===== src/sv/lti_pkg.sv =====
// shared types and constants of the lock target map interpolator
`timescale 1ns / 1ps
package lti_pkg;

  // input beat operation codes
  typedef enum logic [1:0] {
    OP_EVAL   = 2'd0,
    OP_WR_TBP = 2'd1,
    OP_WR_SBP = 2'd2,
    OP_WR_MAP = 2'd3
  } op_t;

  // drive modes
  localparam logic [2:0] MODE_FRONT  = 3'd0;
  localparam logic [2:0] MODE_HALF   = 3'd1;
  localparam logic [2:0] MODE_SIXTY  = 3'd2;
  localparam logic [2:0] MODE_SEVENT = 3'd3;
  localparam logic [2:0] MODE_MAP    = 3'd4;

  // configuration register indexes
  localparam int CFG_IW = 3;
  localparam logic [CFG_IW-1:0] CFG_DRIVE_MODE  = 3'd0;
  localparam logic [CFG_IW-1:0] CFG_PEDAL_TH    = 3'd1;
  localparam logic [CFG_IW-1:0] CFG_SPD_UNDER   = 3'd2;
  localparam logic [CFG_IW-1:0] CFG_SPD_ABOVE   = 3'd3;
  localparam logic [CFG_IW-1:0] CFG_FORCE_ALLOW = 3'd4;
  localparam int CFG_DW = 9;

  // fixed lock targets
  localparam logic [6:0] PCT_FULL  = 7'd100;
  localparam logic [6:0] PCT_SIXTY = 7'd40;
  localparam logic [6:0] PCT_SEVEN = 7'd30;
  localparam logic [6:0] PCT_ZERO  = 7'd0;

  // datapath widths
  localparam int MAP_W    = 7;
  localparam int CNT_W    = 5;
  localparam int DIV_BITS = 17;
  localparam logic signed [17:0] RATIO_POS = 18'sh1FFFF;
  localparam logic signed [17:0] RATIO_NEG = 18'sh20000;

  typedef struct packed {
    logic [2:0] drive_mode;
    logic [7:0] pedal_min;
    logic [8:0] speed_under;
    logic [8:0] speed_above;
    logic       force_allowed;
  } cfg_t;

  typedef struct packed {
    logic cap;
    logic scan_step;
    logic div_step;
    logic rd_step;
    logic mul_step;
    logic out_load;
  } cmd_t;

  typedef struct packed {
    logic quick;
    logic scan_last;
    logic need_div;
    logic div_last;
    logic rd_last;
    logic mul_last;
    logic ax;
    logic out_free;
  } sts_t;

endpackage


===== src/sv/lock_target_map_interpolator.sv =====
// Table writes and fixed-mode beats go from accept to the done state, which loads the result
// into the output register once that is free. Expert map beats scan the throttle and then the
// speed breakpoints, each scan followed by a ratio division when needed, then read the four
// map cells, multiply and interpolate, and load the output. One beat is in work at a time;
// the next is taken the cycle after the result is loaded.
// Reset (synchronous, rst_n low) clears configuration and control; tables stay unwritten.
`timescale 1ns / 1ps
module lock_target_map_interpolator #(
  parameter int THROTTLE_POINTS = 8,
  parameter int SPEED_POINTS    = 8
) (
  input  logic                          clk,
  input  logic                          rst_n,
  input  logic                          cfg_we,
  input  logic [lti_pkg::CFG_IW-1:0]    cfg_index,
  input  logic [lti_pkg::CFG_DW-1:0]    cfg_wdata,
  input  logic                          in_valid,
  output logic                          in_stall,
  input  logic [1:0]                    in_opcode,
  input  logic [5:0]                    in_table_index,
  input  logic [8:0]                    in_table_value,
  input  logic [7:0]                    in_pedal,
  input  logic signed [9:0]             in_vehicle_speed,
  input  logic                          in_force_request,
  output logic                          out_valid,
  input  logic                          out_stall,
  output logic [6:0]                    out_lock_percent,
  output logic                          out_lock_active
);
  import lti_pkg::*;

  cfg_t cfg_r;
  cmd_t cmd;
  sts_t sts;

  // configuration registers
  always_ff @(posedge clk) begin
    if (!rst_n) begin
      cfg_r <= '0;
    end else if (cfg_we) begin
      case (cfg_index)
        CFG_DRIVE_MODE:  cfg_r.drive_mode    <= cfg_wdata[2:0];
        CFG_PEDAL_TH:    cfg_r.pedal_min     <= cfg_wdata[7:0];
        CFG_SPD_UNDER:   cfg_r.speed_under   <= cfg_wdata[8:0];
        CFG_SPD_ABOVE:   cfg_r.speed_above   <= cfg_wdata[8:0];
        CFG_FORCE_ALLOW: cfg_r.force_allowed <= cfg_wdata[0];
        default: begin
        end
      endcase
    end
  end

  lti_ctrl u_ctrl (
    .clk      (clk),
    .rst_n    (rst_n),
    .in_valid (in_valid),
    .in_stall (in_stall),
    .sts      (sts),
    .cmd      (cmd)
  );

  lti_dp #(
    .THROTTLE_POINTS (THROTTLE_POINTS),
    .SPEED_POINTS    (SPEED_POINTS)
  ) u_dp (
    .clk              (clk),
    .rst_n            (rst_n),
    .cfg              (cfg_r),
    .cmd              (cmd),
    .sts              (sts),
    .in_opcode        (in_opcode),
    .in_table_index   (in_table_index),
    .in_table_value   (in_table_value),
    .in_pedal         (in_pedal),
    .in_vehicle_speed (in_vehicle_speed),
    .in_force_request (in_force_request),
    .out_valid        (out_valid),
    .out_stall        (out_stall),
    .out_lock_percent (out_lock_percent),
    .out_lock_active  (out_lock_active)
  );

  // one beat in work at a time
  a_one_beat: assert property (@(posedge clk) disable iff (!rst_n)
    (in_valid && !in_stall) |=> in_stall)
    else $error("input taken while a beat is in work");

  // a new result reopens the input
  a_result_frees_input: assert property (@(posedge clk) disable iff (!rst_n)
    $rose(out_valid) |-> !in_stall)
    else $error("result loaded but input still stalled");

  // lock target stays in range
  a_pct_range: assert property (@(posedge clk) disable iff (!rst_n)
    out_valid |-> (out_lock_percent <= PCT_FULL))
    else $error("lock target above full lock");

  // only one command per cycle
  a_cmd_onehot: assert property (@(posedge clk) disable iff (!rst_n)
    $onehot0(cmd))
    else $error("controller issued overlapping commands");
endmodule


===== src/sv/lti_ram.sv =====
// generic single port ram with registered read
`timescale 1ns / 1ps
module lti_ram #(
  parameter int WIDTH = 7,
  parameter int DEPTH = 64
) (
  input  logic                     clk,
  input  logic                     we,
  input  logic [$clog2(DEPTH)-1:0] addr,
  input  logic [WIDTH-1:0]         wdata,
  output logic [WIDTH-1:0]         rdata
);
  logic [WIDTH-1:0] mem_r [DEPTH];
  logic [WIDTH-1:0] rdata_r;

  // write and registered read
  always_ff @(posedge clk) begin
    if (we) begin
      mem_r[addr] <= wdata;
    end
    rdata_r <= mem_r[addr];
  end

  assign rdata = rdata_r;
endmodule


===== src/sv/lti_dp.sv =====
// datapath: tables, segment search, ratio divider, interpolation, output register
`timescale 1ns / 1ps
module lti_dp #(
  parameter int THROTTLE_POINTS = 8,
  parameter int SPEED_POINTS    = 8
) (
  input  logic               clk,
  input  logic               rst_n,
  input  lti_pkg::cfg_t      cfg,
  input  lti_pkg::cmd_t      cmd,
  output lti_pkg::sts_t      sts,
  input  logic [1:0]         in_opcode,
  input  logic [5:0]         in_table_index,
  input  logic [8:0]         in_table_value,
  input  logic [7:0]         in_pedal,
  input  logic signed [9:0]  in_vehicle_speed,
  input  logic               in_force_request,
  output logic               out_valid,
  input  logic               out_stall,
  output logic [6:0]         out_lock_percent,
  output logic               out_lock_active
);
  import lti_pkg::*;

  localparam int TIW       = $clog2(THROTTLE_POINTS);
  localparam int SIW       = $clog2(SPEED_POINTS);
  localparam int MAP_CELLS = THROTTLE_POINTS * SPEED_POINTS;
  localparam int AW        = $clog2(MAP_CELLS);
  localparam int EW        = (AW > 6) ? AW : 6;

  // tables
  logic [6:0] tbp_r [THROTTLE_POINTS];
  logic [8:0] sbp_r [SPEED_POINTS];

  // item registers
  logic [6:0] xt_r;
  logic [8:0] xs_r;
  logic [6:0] pct_r;
  logic       act_r;

  // sequencing
  logic [CNT_W-1:0] k_r;
  logic             ax_r;

  // search state
  logic             found_r;
  logic [8:0]       prev_r, lo_r, hi_r;
  logic [CNT_W-1:0] idx_r;
  logic [TIW-1:0]   t0_r, t1_r;
  logic [SIW-1:0]   s0_r, s1_r;
  logic signed [17:0] tr_r, sr_r;

  // divider
  logic [9:0]          rem_r;
  logic [8:0]          d_r;
  logic [DIV_BITS-1:0] q_r;
  logic                neg_r;

  // interpolation
  logic [MAP_W-1:0]   cell_r [4];
  logic signed [45:0] prod_r;
  logic signed [26:0] v0_r, v1_r;

  // output register
  logic       out_valid_r;
  logic [6:0] out_pct_r;
  logic       out_act_r;

  // lock conditions and fixed mode answers
  logic       pedal_ok, speed_pass, active, is_eval, forced;
  logic [6:0] quick_pct;

  always_comb begin
    is_eval  = (in_opcode == OP_EVAL);
    forced   = cfg.force_allowed && in_force_request;
    pedal_ok = (cfg.pedal_min == 8'd0) || (in_pedal >= cfg.pedal_min);
    speed_pass = (cfg.speed_under == 9'd0) ||
                 (in_vehicle_speed <= $signed({1'b0, cfg.speed_under})) ||
                 (in_vehicle_speed >= $signed({1'b0, cfg.speed_above}));
    active   = (cfg.drive_mode == MODE_MAP) || (pedal_ok && speed_pass);
    quick_pct = PCT_ZERO;
    if (is_eval) begin
      if (forced) begin
        quick_pct = PCT_FULL;
      end else if (active) begin
        case (cfg.drive_mode)
          MODE_HALF:   quick_pct = PCT_FULL;
          MODE_SIXTY:  quick_pct = PCT_SIXTY;
          MODE_SEVENT: quick_pct = PCT_SEVEN;
          default:     quick_pct = PCT_ZERO;
        endcase
      end
    end
  end

  // table write decode
  logic [EW-1:0] idx_ext;
  logic          wr_t, wr_s, wr_m;

  always_comb begin
    idx_ext = EW'(in_table_index);
    wr_t = cmd.cap && (in_opcode == OP_WR_TBP) && (int'(in_table_index) < THROTTLE_POINTS);
    wr_s = cmd.cap && (in_opcode == OP_WR_SBP) && (int'(in_table_index) < SPEED_POINTS);
    wr_m = cmd.cap && (in_opcode == OP_WR_MAP) && (int'(in_table_index) < MAP_CELLS);
  end

  // segment search step
  logic [8:0]       x, bpv, f_lo, f_hi;
  logic [CNT_W-1:0] nlast, f_idx, km1;
  logic             hit, f_found, ge_last, dpos, sat, scan_last, need_div;
  logic signed [9:0] num, dif;
  logic [8:0]       mag;
  logic [CNT_W-1:0] i0, i1;
  logic signed [17:0] ratio0;

  always_comb begin
    x     = ax_r ? xs_r : {2'b0, xt_r};
    bpv   = ax_r ? sbp_r[k_r[SIW-1:0]] : {2'b0, tbp_r[k_r[TIW-1:0]]};
    nlast = ax_r ? CNT_W'(SPEED_POINTS - 1) : CNT_W'(THROTTLE_POINTS - 1);
    km1   = k_r - CNT_W'(1);
    scan_last = (k_r == nlast);
    hit     = (k_r != '0) && (x <= bpv);
    f_found = found_r || hit;
    f_lo    = found_r ? lo_r : prev_r;
    f_hi    = found_r ? hi_r : bpv;
    f_idx   = found_r ? idx_r : km1;
    ge_last = (x >= bpv);
    num  = $signed({1'b0, x}) - $signed({1'b0, f_lo});
    dif  = $signed({1'b0, f_hi}) - $signed({1'b0, f_lo});
    mag  = num[9] ? 9'(-num) : num[8:0];
    dpos = !dif[9] && (dif != 10'sd0);
    sat  = ({1'b0, mag} >= {dif[8:0], 1'b0});
    need_div = !ge_last && f_found && dpos && !sat;
    // segment indexes and the ratio when no division runs
    ratio0 = 18'sd0;
    if (ge_last) begin
      i0 = nlast;
      i1 = nlast;
    end else if (f_found) begin
      i0 = f_idx;
      i1 = f_idx + CNT_W'(1);
      if (dpos && sat) begin
        ratio0 = num[9] ? RATIO_NEG : RATIO_POS;
      end
    end else begin
      i0 = '0;
      i1 = '0;
    end
  end

  // divider step
  logic                ge_d;
  logic [9:0]          rsub;
  logic [DIV_BITS-1:0] q_nxt;
  logic signed [17:0]  ratio_div;

  always_comb begin
    ge_d  = (rem_r >= {1'b0, d_r});
    rsub  = ge_d ? (rem_r - {1'b0, d_r}) : rem_r;
    q_nxt = {q_r[DIV_BITS-2:0], ge_d};
    ratio_div = neg_r ? -$signed({1'b0, q_nxt}) : $signed({1'b0, q_nxt});
  end

  // map read address
  logic [TIW-1:0] row;
  logic [SIW-1:0] col;
  logic [AW-1:0]  rd_addr, ram_addr;
  logic [MAP_W-1:0] ram_rdata;

  always_comb begin
    row = k_r[1] ? t1_r : t0_r;
    col = k_r[0] ? s1_r : s0_r;
    rd_addr  = AW'(int'(row) * SPEED_POINTS + int'(col));
    ram_addr = cmd.cap ? idx_ext[AW-1:0] : rd_addr;
  end

  lti_ram #(.WIDTH(MAP_W), .DEPTH(MAP_CELLS)) u_map (
    .clk   (clk),
    .we    (wr_m),
    .addr  (ram_addr),
    .wdata (in_table_value[MAP_W-1:0]),
    .rdata (ram_rdata)
  );

  // shared multiplier and interpolation sums
  logic signed [7:0]  d0, d1;
  logic signed [27:0] vdiff, mul_a;
  logic signed [17:0] mul_b;
  logic signed [45:0] mul_p;
  logic signed [26:0] vsum;
  logic signed [47:0] vfin;
  logic [6:0]         map_pct;

  always_comb begin
    d0    = $signed({1'b0, cell_r[1]}) - $signed({1'b0, cell_r[0]});
    d1    = $signed({1'b0, cell_r[3]}) - $signed({1'b0, cell_r[2]});
    vdiff = 28'(v1_r) - 28'(v0_r);
    mul_a = (k_r == CNT_W'(3)) ? vdiff : ((k_r == CNT_W'(0)) ? 28'(d0) : 28'(d1));
    mul_b = (k_r == CNT_W'(3)) ? tr_r : sr_r;
    mul_p = mul_a * mul_b;
    vsum  = $signed({4'b0, (k_r == CNT_W'(1)) ? cell_r[0] : cell_r[2], 16'b0})
            + $signed(prod_r[26:0]);
    vfin  = (48'(v0_r) <<< 16) + 48'(prod_r);
    if (vfin[47]) begin
      map_pct = PCT_ZERO;
    end else if (vfin[46:32] >= 15'd100) begin
      map_pct = PCT_FULL;
    end else begin
      map_pct = vfin[38:32];
    end
  end

  // sequencing registers
  always_ff @(posedge clk) begin
    if (!rst_n) begin
      k_r     <= '0;
      ax_r    <= 1'b0;
      found_r <= 1'b0;
    end else if (cmd.cap) begin
      k_r     <= '0;
      ax_r    <= 1'b0;
      found_r <= 1'b0;
    end else if (cmd.scan_step) begin
      if (scan_last) begin
        k_r     <= need_div ? CNT_W'(DIV_BITS - 1) : '0;
        found_r <= 1'b0;
        if (!need_div) begin
          ax_r <= 1'b1;
        end
      end else begin
        k_r <= k_r + CNT_W'(1);
        if (hit && !found_r) begin
          found_r <= 1'b1;
        end
      end
    end else if (cmd.div_step) begin
      if (k_r == '0) begin
        ax_r <= 1'b1;
      end else begin
        k_r <= k_r - CNT_W'(1);
      end
    end else if (cmd.rd_step || cmd.mul_step) begin
      k_r <= (k_r == CNT_W'(4)) ? '0 : k_r + CNT_W'(1);
    end
  end

  // table writes and item capture
  always_ff @(posedge clk) begin
    if (wr_t) begin
      tbp_r[in_table_index[TIW-1:0]] <= in_table_value[6:0];
    end
    if (wr_s) begin
      sbp_r[in_table_index[SIW-1:0]] <= in_table_value;
    end
    if (cmd.cap) begin
      xt_r  <= (in_pedal > 8'd100) ? 7'd100 : in_pedal[6:0];
      xs_r  <= in_vehicle_speed[9] ? 9'd0 : in_vehicle_speed[8:0];
      pct_r <= quick_pct;
      act_r <= is_eval && active;
    end else if (cmd.mul_step && (k_r == CNT_W'(4))) begin
      pct_r <= map_pct;
    end
  end

  // search, divider and interpolation payload
  always_ff @(posedge clk) begin
    if (cmd.scan_step) begin
      prev_r <= bpv;
      if (hit && !found_r) begin
        lo_r  <= prev_r;
        hi_r  <= bpv;
        idx_r <= km1;
      end
      if (scan_last) begin
        rem_r <= {1'b0, mag};
        d_r   <= dif[8:0];
        neg_r <= num[9];
        q_r   <= '0;
        if (ax_r) begin
          s0_r <= i0[SIW-1:0];
          s1_r <= i1[SIW-1:0];
          sr_r <= ratio0;
        end else begin
          t0_r <= i0[TIW-1:0];
          t1_r <= i1[TIW-1:0];
          tr_r <= ratio0;
        end
      end
    end
    if (cmd.div_step) begin
      rem_r <= {rsub[8:0], 1'b0};
      q_r   <= q_nxt;
      if (k_r == '0) begin
        if (ax_r) begin
          sr_r <= ratio_div;
        end else begin
          tr_r <= ratio_div;
        end
      end
    end
    if (cmd.rd_step && (k_r != '0)) begin
      cell_r[km1[1:0]] <= ram_rdata;
    end
    if (cmd.mul_step) begin
      if (k_r == CNT_W'(0) || k_r == CNT_W'(1) || k_r == CNT_W'(3)) begin
        prod_r <= mul_p;
      end
      if (k_r == CNT_W'(1)) begin
        v0_r <= vsum;
      end
      if (k_r == CNT_W'(2)) begin
        v1_r <= vsum;
      end
    end
  end

  // output register
  always_ff @(posedge clk) begin
    if (!rst_n) begin
      out_valid_r <= 1'b0;
    end else if (cmd.out_load) begin
      out_valid_r <= 1'b1;
    end else if (!out_stall) begin
      out_valid_r <= 1'b0;
    end
  end

  always_ff @(posedge clk) begin
    if (cmd.out_load) begin
      out_pct_r <= pct_r;
      out_act_r <= act_r;
    end
  end

  // status to the controller
  always_comb begin
    sts.quick     = !is_eval || forced || (cfg.drive_mode != MODE_MAP);
    sts.scan_last = scan_last;
    sts.need_div  = need_div;
    sts.div_last  = (k_r == '0);
    sts.rd_last   = (k_r == CNT_W'(4));
    sts.mul_last  = (k_r == CNT_W'(4));
    sts.ax        = ax_r;
    sts.out_free  = !out_valid_r || !out_stall;
  end

  assign out_valid        = out_valid_r;
  assign out_lock_percent = out_pct_r;
  assign out_lock_active  = out_act_r;
endmodule


===== src/sv/lti_ctrl.sv =====
// controller state machine sequencing search, divide, map read and interpolation
`timescale 1ns / 1ps
module lti_ctrl (
  input  logic          clk,
  input  logic          rst_n,
  input  logic          in_valid,
  output logic          in_stall,
  input  lti_pkg::sts_t sts,
  output lti_pkg::cmd_t cmd
);
  import lti_pkg::*;

  typedef enum logic [5:0] {
    ST_IDLE = 6'b000001,
    ST_SCAN = 6'b000010,
    ST_DIV  = 6'b000100,
    ST_RD   = 6'b001000,
    ST_MUL  = 6'b010000,
    ST_DONE = 6'b100000
  } state_t;

  state_t st_r, st_nxt;

  // next state and commands
  always_comb begin
    st_nxt   = st_r;
    cmd      = '0;
    in_stall = 1'b1;
    case (st_r)
      ST_IDLE: begin
        in_stall = 1'b0;
        if (in_valid) begin
          cmd.cap = 1'b1;
          st_nxt  = sts.quick ? ST_DONE : ST_SCAN;
        end
      end
      ST_SCAN: begin
        cmd.scan_step = 1'b1;
        if (sts.scan_last) begin
          if (sts.need_div) begin
            st_nxt = ST_DIV;
          end else begin
            st_nxt = sts.ax ? ST_RD : ST_SCAN;
          end
        end
      end
      ST_DIV: begin
        cmd.div_step = 1'b1;
        if (sts.div_last) begin
          st_nxt = sts.ax ? ST_RD : ST_SCAN;
        end
      end
      ST_RD: begin
        cmd.rd_step = 1'b1;
        if (sts.rd_last) begin
          st_nxt = ST_MUL;
        end
      end
      ST_MUL: begin
        cmd.mul_step = 1'b1;
        if (sts.mul_last) begin
          st_nxt = ST_DONE;
        end
      end
      ST_DONE: begin
        if (sts.out_free) begin
          cmd.out_load = 1'b1;
          st_nxt       = ST_IDLE;
        end
      end
      default: begin
        st_nxt = ST_IDLE;
      end
    endcase
  end

  // state register
  always_ff @(posedge clk) begin
    if (!rst_n) begin
      st_r <= ST_IDLE;
    end else begin
      st_r <= st_nxt;
    end
  end
endmodule

===== config.mk =====
export PLATFORM = sky130hd
export DESIGN_NAME = lock_target_map_interpolator
export DESIGN_NICKNAME = d
export VERILOG_FILES = /design/src/sv/lti_pkg.sv /design/src/sv/lock_target_map_interpolator.sv /design/src/sv/lti_ram.sv /design/src/sv/lti_dp.sv /design/src/sv/lti_ctrl.sv
export SDC_FILE = /design/constraint.sdc
export NUM_CORES = 2
export LEC_CHECK = 0
export BUFFER_PORTS_ARGS = -buffer_cell sky130_fd_sc_hd__buf_2
export CAP_MARGIN = 40
export CORE_MARGIN = 2
export CORE_UTILIZATION = 30
export DETAILED_ROUTE_END_ITERATION = 8
export SKIP_LAST_GASP = 1
export SLEW_MARGIN = 40
export SYNTH_ARGS = -nofsm -noshare
export SYNTH_HDL_FRONTEND = slang
export SYNTH_SLANG_ARGS = --single-unit

===== constraint.sdc =====
create_clock -name clk -period 15.9 [get_ports clk]
set_input_delay 1.59 -clock clk [delete_from_list [all_inputs] [get_ports clk]]
set_output_delay 1.59 -clock clk [all_outputs]
set_load 0.01 [all_outputs]

==> summary.md <==
| Metric | Value |
|---|---|
| Outcome | completed |
| Die ar. | between 150000 and 200000 um^2 |
| Via count | approximately 38000 |
| CP endpoint kind | register |
| Layout Cells excl Fill | 7632 |
| Clk_lat worst skew | just over 0.7 ns |
| Worst EP required | ~16 ns |
| Power, Total | between 5 and 6 mW |
| Clock tree buffer depth | 3 |
| Most used DFF post-synth | edfxtp_1 |
| # hold bufs at CTS | 0 |
| Mean Syn Cell Area | roughly 12 um^2 |
| All-Layer GR Usage | ~15% |
| Pin count of the biggest net entering global routing | 81 |
| Final nets | around 5900 |
| Actual slew at the worst max-slew pin | around 0.86 ns |
| H-Tree Level Count | 3 |
| Clock sink total | between 900 and 1000 |
| Crit path kind | reg -> reg |
| Fin crit share | between 60% and 70% |
| RePlAce Congestion | just over 0.9 |
| Routed WL per cell | roughly 20 um |
| Crit path max fanout | 13 |
| Leak pwr | 25.24 nW |
| DRT Wirelength | around 150000 um |
| #FFs+latches synth | 904 |
| Crit start category | register |
| DP Wirelength | ~110000 um |
| CTS tree | built |
| Worst EP arrival | 10.69 ns |
| Placed Cells | between 7000 and 8000 |
| Max transition margin | roughly two fifths |
| Slew Viols, Final | 0 |
| Synth Area in Adders | 23.12% |
| Drc violations | 0 |
| Max_cap viols | 0 |
| Cells after synthesis | 4993 |
| Period minus WS final | around 10 ns |
| Simple-Gate Fraction of Synth Area | about a tenth |
| Multiplexer area fraction after synthesis | 2.615% |
| Hold Violations, Final | 0 |
| Met3 usage | ~3.0% |
| Share of flip-flops with an asynchronous set or reset | 0% |
| Post-Syn Nets | 5811 |
| YS warnings | 0 |
| Footprint of the multi-input gates | 28090 um^2 |
| CORE AREA | approximately 190000 um^2 |
| Max Freq | 97.75 MHz |
| Port Buffers | 62 |
| Largest family of logic cells by synthesized area | adder cells |
| Placed Area | slightly above 60000 um^2 |
| Crit path largest cell delay | 0.54 ns |
| Worst VDD drop | between 0.0001 and 0.00015 V |
| Synth Area in Compound Gates | 10.52% |
| Setup TNS | 0 ns |
| M1 GR Usage | 20.36% |
| Share of cells above drive strength 1 | 8.421% |
| Cell area after layout | about 64000 um^2 |
| Syn Std Cell Area | about 58000 um^2 |
| Slowest cell on crit path | a221oi_1 |
| Seq. cell area | 26240 um^2 |
| Pwr dens | 79.96 nW/um^2 |
| Number of global-route vias before repair | a little under 40000 |
| First-pass DRT Iterations | 6 |
| CTS-repair resized insts | 0 |
| Min-delay worst type | reg -> reg |
| Post-CTS setup buffers | 0 |
| Fillcell total | between 15000 and 20000 |
| Initial DRC count | ~3100 |
| Sequential element share of the synthesized area | between 40% and 50% |
| First-pass GRT wire length | about 240000 um |
| Fin util | ~34% |
| Layout Skew | 0.05933 ns |
| RSZ-0062 raised after global routing | false |
| Total global routing overflow | 0 |
| Post-synth EDFFs | 813 |
| ANT nets after route | 0 |
| CTS buffer count | 96 |
| Initial antenna violation count | 7 |
| Root buffer cell | clkbuf_16 |
| FF-to-FF setup slack | 5.67 ns |
| Met2 usage | about a quarter |
| Number of distinct library cells after synthesis | 87 |
| Setup-failing EPs final | 0 |
| Starting density of the core | between 30% and 40% |
| Die width | approximately 440 um |
| # IOs | between 60 and 70 |
| Die Height | approximately 440 um |
| # rows | 160 |
| Reg clk slew, reported paths | about 0.060 ns |
| GRT Max-Usage Layer | met2 |
| Area Overhead vs Synth | 11.76% |
| Via density | approximately 5.0 |
| XOR/XNOR Fraction of Synth Area | under 10% |
## stage by stage
| stage | setup WS, ns | hold WS [ns] |
|---|---|---|
| after CTS | 5.763 | 0.4233 |
| after global routing | 5.103 | 0.4377 |
| final | 5.670 | 0.4230 |
| after global placement | 5.970 | 0.4099 |
| after floorplan | 7.163 | 0.4003 |
| after detailed placement | 5.839 | 0.4098 |
## power by group
part           switching (mW)  internal (mW)  total (mW)
Clock                   0.971           1.29        2.26
Combinational           0.183         0.0779       0.261
Sequential             0.0125           2.61        2.62
## synthesized netlist by cell type (53+ instances only)
| master | instances | share of area [%] |
|---|---|---|
| a21o_1 | 71 | 0.93 |
| a21oi_1 | 192 | 1.7 |
| a22oi_1 | 161 | 2.1 |
| a31oi_1 | 73 | 0.79 |
| and2_1 | 76 | 0.83 |
| clkbuf_1 | 129 | 0.84 |
| dfxtp_1 | 91 | 3.2 |
| edfxtp_1 | 813 | 42 |
| fa_1 | 496 | 17 |
| ha_1 | 269 | 5.9 |
| inv_1 | 721 | 4.7 |
| nand2_1 | 541 | 3.5 |
| nor2_1 | 384 | 2.5 |
| nor2b_1 | 54 | 0.59 |
| o21ai_0 | 85 | 0.74 |
| xnor2_1 | 81 | 1.2 |
| xor2_1 | 53 | 0.81 |
## metal layers
layer | up-vias | part of all wire (%) | wire length, um
met5 | - | 0.015 | 23
met4 | 4 | 3.9 | 5964
met3 | 286 | 6.9 | 10470
met2 | 1332 | 47 | 71480
met1 | 19000 | 42 | 64180
li1 | 17290 | - | -
## cells in the final DEF, fill, tap and decap left out, types with 31 or more instances in the layout
cell       synthesis  final
fa_1             496    496
nor2b_1           54     53
a22oi_1          161    161
inv_1            721    721
edfxtp_1         813    813
nand2_1          541    534
buf_4              0     62
xnor2_1           81     81
a31oi_1           73     72
a22o_1            41     41
nor2_1           384    358
mux2i_1           40     34
clkbuf_16          0     98
and2_1            76     76
nand2b_1          36     36
dfxtp_1           91     90
nand3_1           40     40
a221oi_1          41     40
buf_2             39     62
a21o_1            71     71
a21oi_1          192    190
xor2_1            53     53
nand4_1           43     43
mux4_2            39     39
ha_1             269    269
o21ai_0           85     85
a21boi_0          31     31
## critical path: cells and delay by family (launching register included)
kind                       cells  cell delay (ns)
AOI/OAI and AO/OA             11             3.04
xor gates and xnor gates       1             0.49
adders and majority gates      9             3.89
buffers and inverters          7             0.44
DFF                            1             0.36
and+or+nand+nor                6             1.76
## flip-flops by register name, summed over array words and instances (netlist names), 9 cells and up, named ones only
name	flops
u_dp.d_r	9
u_dp.sbp_r	72
u_dp.u_map.mem_r	448
u_dp.tbp_r	56
u_dp.xs_r	9
u_dp.v0_r	27
u_dp.q_r	16
u_dp.cell_r	28
u_dp.tr_r	18
cfg_r	30
u_dp.lo_r	9
u_dp.v1_r	27
u_dp.sr_r	18
u_dp.hi_r	9
u_dp.prod_r	46
u_dp.prev_r	9
u_dp.rem_r	10
## final timing paths
path | to | depth (start not counted) | start
max | u_dp.prod_r[40] | 34 | u_dp.v1_r[0]
min | u_dp.out_lock_percent[0] | 0 | u_dp.pct_r[0]
min reg2reg | u_dp.out_lock_percent[0] | 0 | u_dp.pct_r[0]
max reg2reg | u_dp.prod_r[40] | 34 | u_dp.v1_r[0]
## cell type report
class | count | share of cell area (%)
antenna | 3 | 0.01168
multi-input combinational | 3184 | 43.71
clock buffer | 116 | 3.973
inverter | 724 | 4.228
tap | 2511 | 4.888
sequential | 904 | 40.82
timing repair buffer | 132 | 1.374
clock inverter | 58 | 1.002
## cell families after synthesis
family,count (synthesis)
compound gates,888
flops,904
simple gates,1300
xor+xnor,134
buf+inv,905
mux,97
fa+ha+maj,765
(Power assumes the default switching activity.)
